<file path="src/sv/b64_pkg.sv">
// Shared types, constants and alphabet functions for the Base64 stream codec.
package b64_pkg;

	localparam logic [6:0] PAD_CODE = 7'd64;
	localparam logic [6:0] BAD_CODE = 7'd65;
	localparam logic [7:0] PAD_CHAR = 8'h3D;
	localparam int unsigned MAX_BEATS = 4;
	localparam int unsigned CNT_W = $clog2(MAX_BEATS + 1);
	localparam int unsigned IDX_W = $clog2(MAX_BEATS);

	// results produced by one input beat, first one in bytes[0]
	typedef struct packed {
		logic [MAX_BEATS-1:0][7:0] bytes;
		logic [CNT_W-1:0]          cnt;
		logic                      bad;
	} b64_grp_t;

	function automatic logic [7:0] char_of(input logic [5:0] six);
		logic [7:0] s;
		s = {2'b00, six};
		if (six < 6'd26) begin
			return 8'h41 + s;
		end else if (six < 6'd52) begin
			return 8'h61 + s - 8'd26;
		end else if (six < 6'd62) begin
			return 8'h30 + s - 8'd52;
		end else if (six == 6'd62) begin
			return 8'h2B;
		end else begin
			return 8'h2F;
		end
	endfunction

	// 0..63 for alphabet characters, PAD_CODE for '=', BAD_CODE otherwise
	function automatic logic [6:0] value_of(input logic [7:0] c);
		if (c inside {[8'h41:8'h5A]}) begin
			return 7'(c - 8'h41);
		end else if (c inside {[8'h61:8'h7A]}) begin
			return 7'(c - 8'h61 + 8'd26);
		end else if (c inside {[8'h30:8'h39]}) begin
			return 7'(c - 8'h30 + 8'd52);
		end else if (c == 8'h2B) begin
			return 7'd62;
		end else if (c == 8'h2F) begin
			return 7'd63;
		end else if (c == PAD_CHAR) begin
			return PAD_CODE;
		end else begin
			return BAD_CODE;
		end
	endfunction

endpackage

</file>
<file path="src/sv/b64_core.sv">
// Group state and per-beat encode/decode logic of the Base64 codec.
module b64_core (
	input  logic              clk,
	input  logic              arst_n,
	input  logic              cfg_we,
	input  logic              cfg_wdata,
	input  logic              item_accept,
	input  logic [7:0]        in_byte,
	input  logic              in_last,
	output b64_pkg::b64_grp_t grp
);
	import b64_pkg::*;

	logic        dir_q;
	logic [23:0] gb_q;
	logic [1:0]  gc_q;
	logic [1:0]  pc_q;

	logic [23:0] gb_nxt;
	logic [1:0]  gc_nxt;
	logic [1:0]  pc_nxt;

	logic [23:0] gb_enc;
	logic [1:0]  gc_enc;
	logic [6:0]  val;
	logic        is_pad;
	logic        is_bad;
	logic [1:0]  pc_dec;
	logic [23:0] gb_dec;

	always_comb begin
		gb_enc = {gb_q[15:0], in_byte};
		gc_enc = gc_q + 2'd1;
		val    = value_of(in_byte);
		is_pad = (val == PAD_CODE);
		is_bad = (val == BAD_CODE) || (is_pad && gc_q < 2'd2) || (!is_pad && pc_q != 2'd0);
		pc_dec = is_pad ? pc_q + 2'd1 : pc_q;
		gb_dec = {gb_q[17:0], (is_pad ? 6'd0 : val[5:0])};

		grp    = '0;
		gb_nxt = '0;
		gc_nxt = '0;
		pc_nxt = '0;

		if (!dir_q) begin
			if (gc_enc == 2'd3) begin
				grp.bytes[0] = char_of(gb_enc[23:18]);
				grp.bytes[1] = char_of(gb_enc[17:12]);
				grp.bytes[2] = char_of(gb_enc[11:6]);
				grp.bytes[3] = char_of(gb_enc[5:0]);
				grp.cnt      = CNT_W'(4);
			end else if (in_last) begin
				if (gc_enc == 2'd1) begin
					grp.bytes[0] = char_of(gb_enc[7:2]);
					grp.bytes[1] = char_of({gb_enc[1:0], 4'b0000});
					grp.bytes[2] = PAD_CHAR;
				end else begin
					grp.bytes[0] = char_of(gb_enc[15:10]);
					grp.bytes[1] = char_of(gb_enc[9:4]);
					grp.bytes[2] = char_of({gb_enc[3:0], 2'b00});
				end
				grp.bytes[3] = PAD_CHAR;
				grp.cnt      = CNT_W'(4);
			end else begin
				gb_nxt = gb_enc;
				gc_nxt = gc_enc;
				pc_nxt = pc_q;
			end
		end else begin
			if (is_bad) begin
				grp.cnt = CNT_W'(1);
				grp.bad = 1'b1;
			end else if (gc_q == 2'd3) begin
				grp.bytes[0] = gb_dec[23:16];
				grp.bytes[1] = gb_dec[15:8];
				grp.bytes[2] = gb_dec[7:0];
				grp.cnt      = CNT_W'(3) - CNT_W'(pc_dec);
			end else if (in_last) begin
				// truncated final group
				grp.cnt = CNT_W'(1);
				grp.bad = 1'b1;
			end else begin
				gb_nxt = gb_dec;
				gc_nxt = gc_q + 2'd1;
				pc_nxt = pc_dec;
			end
		end
	end

	always_ff @(posedge clk or negedge arst_n) begin
		if (!arst_n) begin
			dir_q <= 1'b0;
			gb_q  <= '0;
			gc_q  <= '0;
			pc_q  <= '0;
		end else if (cfg_we) begin
			dir_q <= cfg_wdata;
			gb_q  <= '0;
			gc_q  <= '0;
			pc_q  <= '0;
		end else if (item_accept) begin
			gb_q <= gb_nxt;
			gc_q <= gc_nxt;
			pc_q <= pc_nxt;
		end
	end

endmodule

</file>
<file path="src/sv/b64_outq.sv">
// Result register that holds one beat's results and sends them out one at a time.
module b64_outq (
	input  logic              clk,
	input  logic              arst_n,
	input  logic              load,
	input  b64_pkg::b64_grp_t grp,
	output logic              can_load,
	output logic              m_valid,
	input  logic              m_ready,
	output logic [7:0]        m_byte,
	output logic              m_last,
	output logic              m_bad
);
	import b64_pkg::*;

	logic [MAX_BEATS-1:0][7:0] bytes_q;
	logic [CNT_W-1:0]          cnt_q;
	logic                      bad_q;
	logic [IDX_W-1:0]          idx_q;
	logic                      valid_q;
	logic                      last_beat;

	assign m_valid   = valid_q;
	assign m_byte    = bytes_q[idx_q];
	assign m_bad     = bad_q;
	assign m_last    = (CNT_W'(idx_q) + CNT_W'(1)) == cnt_q;
	assign last_beat = valid_q && m_ready && m_last;
	assign can_load  = !valid_q || last_beat;

	always_ff @(posedge clk) begin
		if (load && grp.cnt != '0) begin
			bytes_q <= grp.bytes;
			cnt_q   <= grp.cnt;
			bad_q   <= grp.bad;
		end
	end

	always_ff @(posedge clk or negedge arst_n) begin
		if (!arst_n) begin
			valid_q <= 1'b0;
			idx_q   <= '0;
		end else if (load && grp.cnt != '0) begin
			valid_q <= 1'b1;
			idx_q   <= '0;
		end else if (last_beat) begin
			valid_q <= 1'b0;
			idx_q   <= '0;
		end else if (valid_q && m_ready) begin
			idx_q <= idx_q + IDX_W'(1);
		end
	end

endmodule

</file>
<file path="src/sv/base64_codec_stream.sv">
// The first result of an input beat is offered in the cycle after the beat is taken.
// Throughput: one input beat per cycle while no results are pending; a beat that yields
// results blocks the input until its last result goes out.
// Reset: arst_n clears direction (encode), the group state and the result register's valid flag and index.
// Top level of the Base64 stream codec.
module base64_codec_stream (
	input  logic       clk,
	input  logic       arst_n,
	input  logic       cfg_we,
	input  logic       cfg_wdata,     // direction: 0 encode, 1 decode
	input  logic       s_axis_tvalid,
	output logic       s_axis_tready,
	input  logic [7:0] s_axis_tdata,  // [7:0] in_byte
	input  logic       s_axis_tlast,
	output logic       m_axis_tvalid,
	input  logic       m_axis_tready,
	output logic [7:0] m_axis_tdata,  // [7:0] out_byte
	output logic       m_axis_tlast,
	output logic       m_axis_tuser   // [0] bad_input
);
	import b64_pkg::*;

	b64_grp_t grp;
	logic     accept;
	logic     can_load;

	assign s_axis_tready = can_load;
	assign accept        = s_axis_tvalid && can_load;

	b64_core u_core (
		.clk         (clk),
		.arst_n      (arst_n),
		.cfg_we      (cfg_we),
		.cfg_wdata   (cfg_wdata),
		.item_accept (accept),
		.in_byte     (s_axis_tdata),
		.in_last     (s_axis_tlast),
		.grp         (grp)
	);

	b64_outq u_outq (
		.clk      (clk),
		.arst_n   (arst_n),
		.load     (accept),
		.grp      (grp),
		.can_load (can_load),
		.m_valid  (m_axis_tvalid),
		.m_ready  (m_axis_tready),
		.m_byte   (m_axis_tdata),
		.m_last   (m_axis_tlast),
		.m_bad    (m_axis_tuser)
	);

endmodule

</file>
<file path="config.mk">
export PLATFORM = sky130hd
export DESIGN_NAME = base64_codec_stream
export DESIGN_NICKNAME = d
export VERILOG_FILES = /design/src/sv/b64_pkg.sv /design/src/sv/b64_core.sv /design/src/sv/b64_outq.sv /design/src/sv/base64_codec_stream.sv
export SDC_FILE = /design/constraint.sdc
export NUM_CORES = 1
export LEC_CHECK = 0
export ABC_AREA = 1
export BUFFER_PORTS_ARGS = -buffer_cell sky130_fd_sc_hd__buf_2
export CAP_MARGIN = 25
export CELL_PAD_IN_SITES_DETAIL_PLACEMENT = 0
export CELL_PAD_IN_SITES_GLOBAL_PLACEMENT = 1
export CORE_UTILIZATION = 30
export CTS_CLUSTER_DIAMETER = 100
export CTS_CLUSTER_SIZE = 14
export DETAILED_ROUTE_END_ITERATION = 7
export PLACE_DENSITY_LB_ADDON = 0.2
export SLEW_MARGIN = 25
export SYNTH_ARGS = -nofsm -noshare
export SYNTH_HDL_FRONTEND = slang
export SYNTH_SLANG_ARGS = --single-unit
</file>
<file path="constraint.sdc">
create_clock -name clk -period 2.8 [get_ports clk]
set_input_delay 0.28 -clock clk [delete_from_list [all_inputs] [get_ports clk]]
set_output_delay 0.28 -clock clk [all_outputs]
set_load 0.05 [all_outputs]
</file>
==> flow_summary.ini <==
[run_status]
status = complete, but fails checks
violations = negative hold slack

[power_and_ir_drop]
power.share.clock_pct = 20.3
switchingPower_uw = 2950
seqPwrFrac_pct = 21.2
switching_share_pct = 46.7
p_per_area_mw_per_mm2 = 645
leakage_uw = 0.00423
comb_power_share_pct = 58.5
intPower_uw = 3370
finalPower_uw = 6320
irDropWorstVdd_mv = 0.462

[synth]
synth.most_common_cell = nand2_1
synth_fp_nets = 1104
synthTopCellsByArea = edfxtp_1, nand2_1, ha_1
yosysUniqueCellTypes = 52
yosysWarnings = 0
yosysSeqAreaShare_pct = 24.7
yosysTopAreaCell = edfxtp_1
synth-edff-count = 36
ys_ff_latch = 62
syn_area_per_cell_um2 = 6.76
synth_top_area_share_pct = 15.4
netlist_area_mm2 = 0.00700
synthArstFlopShare_pct = 41.9
netlist_top_cells_count = nand2_1, o21ai_0, inv_1, nor2_1, a21oi_1
synthCells = 1035
ys.flop_type = edfxtp_1

[critical_path]
regToRegSetupSlack_ns = 0.28
critPathBufInv = 9
path_depth = 24
critPathKind = input pin to register
end_kind = register
cp_top_family = simple AND/OR/NAND/NOR gates
start_kind = input pin
cp_common_cell = nand2_2
crit_fanout = 7
cp_data_required_time_ns = 2.89
slowest_stage = clkinvlp_4
cp_cell_sequence = buf_8 -> inv_6 -> ha_4 -> inv_4 -> nand2_4 -> ha_4 -> nand3b_1 -> nand3_2 -> nand2_4 -> buf_6 -> nand2_2 -> inv_2 -> a21oi_4 -> nand2_4 -> nor2_4 -> buf_6 -> nand3_2 -> nand3_1 -> nand2_2 -> inv_2 -> nand2_2 -> nand2_2 -> clkinvlp_4 -> clkbuf_16
worst_ep_arrival_time_ns = 2.85
r2r_cells = 14
max_stage_delay_ns = 0.25

[detailed_routing]
dr.pass1.iters = 8
vias = 8252
drc = 0
routed_wl_um = 30500
drt_iter0_markers = 745
routedWlPerCell_um = 19.7
ant_nets = 0
vias_per_cell = 5.34

[clock_tree]
clkTransAtPathRegs_ns = 0.05
cts_max_level = 3
root_buffer = clkbuf_16
numCtsBuffers = 9
clock-sinks = 62
holdBufCountCts = 0
insertion_delay_ns = 0.33
cts_tree = yes
cts_buffer_depth = 2

[sta]
min_period_over_period_pct = 98.7
worst_pin_slew_ns = 0.772
finalSetupViolCount = 0
hold_slack_ns = -0.00325
slew_viol_final = 0
rsz0062_at_grt = true
fin_worst_skew_ns = 0.0119
max_slew_margin_pct = 47.8
period_needed_ns = 2.76
timing.fmax_mhz = 362
hold_viol_final = 3

[global_route]
grt_use_met3_pct = 3.53
grt_pass1_wl_um = 45400
grt_busiest_layer = met2
antenna_found_initial = 0
grt_use_total_pct = 24.9
grt_max_degree = 29
grtUsageMet1_pct = 34.9
grt_use_met2_pct = 39.8
grt_pass1_vias = 7648
grt_overflow = 0

[die]
initial_core_util_pct = 30.7
coreArea_mm2 = 0.0228
die_area_mm2 = 0.0239
die_w_um = 155
io_pins = 27
rows = 55
die_h_um = 155

[placed_design]
dpl.hpwl_um = 24100
placed_cells = 1508
gp_congestion = 0.923
io_buffers = 26

[final_layout]
regArea_mm2 = 0.00173
final_cells = 1546
final_core_util_pct = 43.0
layout.nets = 1297
fill_cells = 2370
multi_input_area_mm2 = 0.00499
antenna_cells = 0
syn_to_final_growth_pct = 39.9
layout-drive-gt1-share_pct = 28.1

[worst_hold_path]
hold_class = input pin to asynchronous set/reset pin

[flow_run]
cap_viol_max_count = 0
-- power groups by stage --
stage	Combinational, µW	Clock, µW	Sequential [µW]
detailed placement	3480	0	1350
finish	3700	1280	1340
floorplan	2170	0	1310
global placement	3490	0	1360
CTS	3490	1300	1340
global route	4000	1340	1360
-- layout by cell type, fill, tap and decap left out, types with 13 or more instances in the layout --
cell type | synthesis | routed
xor2_1 | 19 | 19
dfrtp_1 | 26 | 26
nand2_2 | 6 | 20
nor2_1 | 94 | 88
a21oi_1 | 92 | 89
buf_4 | 3 | 183
nand2_1 | 191 | 172
inv_1 | 108 | 100
o22ai_1 | 17 | 17
o211ai_1 | 19 | 19
o21ai_0 | 110 | 109
nand4_1 | 28 | 28
nand3_2 | 0 | 13
ha_1 | 54 | 38
nand3_1 | 74 | 59
buf_2 | 12 | 19
edfxtp_1 | 36 | 36
-- path summary, 6_finish.rpt --
path | from | to
max in group asynchronous | arst_n | u_core.gb_q[12]$_DFFE_PN0P_
hold / removal | arst_n | u_outq.m_valid$_DFFE_PN0P_
setup reg to reg | u_core.gb_q[1]$_DFFE_PN0P_ | u_outq.bytes_q[9]$_DFFE_PP_
min in group clk | cfg_wdata | u_core.dir_q$_DFFE_PN0P_
hold reg to reg | u_outq.m_valid$_DFFE_PN0P_ | u_outq.m_valid$_DFFE_PN0P_
setup / recovery | s_axis_tdata[1] | u_outq.cnt_q[0]$_DFFE_PP_
-- metrics by stage --
step	area (µm²)	TNS (ns)	hold slack, ns	setup WS [ns]
2_1_floorplan	7210	-12.54	-0.0156	-0.348
3_3_place_gp	8840	-10.64	0.364	-0.222
3_5_place_dp	8840	-14.40	0.373	-0.281
4_1_cts	9180	0	0.0174	0.0576
5_1_grt	9790	-2.17	0.0399	-0.0810
6_report	9790	0	-0.00325	0.0356
-- cell families after synthesis --
kind of cell | count (synthesis) | synth area share (%)
simple gates | 431 | 27.7
flops | 62 | 24.7
xor+xnor | 22 | 2.75
compound gates | 299 | 25.3
fa+ha+maj | 54 | 9.65
buf+inv | 167 | 9.90
-- what timing repair did --
item                       CTS  global route
gates resized for setup      0           107
buffers inserted             0            18
setup endpoints to repair    0            61
-- routing by layer --
metal	wire length [µm]	part of all wire [%]
met2	14000	46
met3	1810	5.9
met4	606	2.0
met1	14100	46
met5	0	0
-- state kept, by name (all words and copies together), names as in the netlist --
name	flops
u_outq.bytes_q	32
u_core.pc_q	2
u_core.dir_q	1
u_core.gc_q	2
u_outq.cnt_q	3
u_outq.idx_q	2
u_core.gb_q	18
u_outq.m_bad	1
u_outq.m_valid	1
-- area by class of cell --
| cell class | instances | share of cell area [%] |
|---|---|---|
| multi-input combinational | 806 | 51.0 |
| clock buffer | 12 | 2.52 |
| inverter | 123 | 5.22 |
| timing repair buffer | 226 | 18.7 |
| clock inverter | 4 | 0.971 |
| sequential | 62 | 17.7 |
| tap | 313 | 4.00 |
Note: power is estimated with default switching activity, not from simulation.
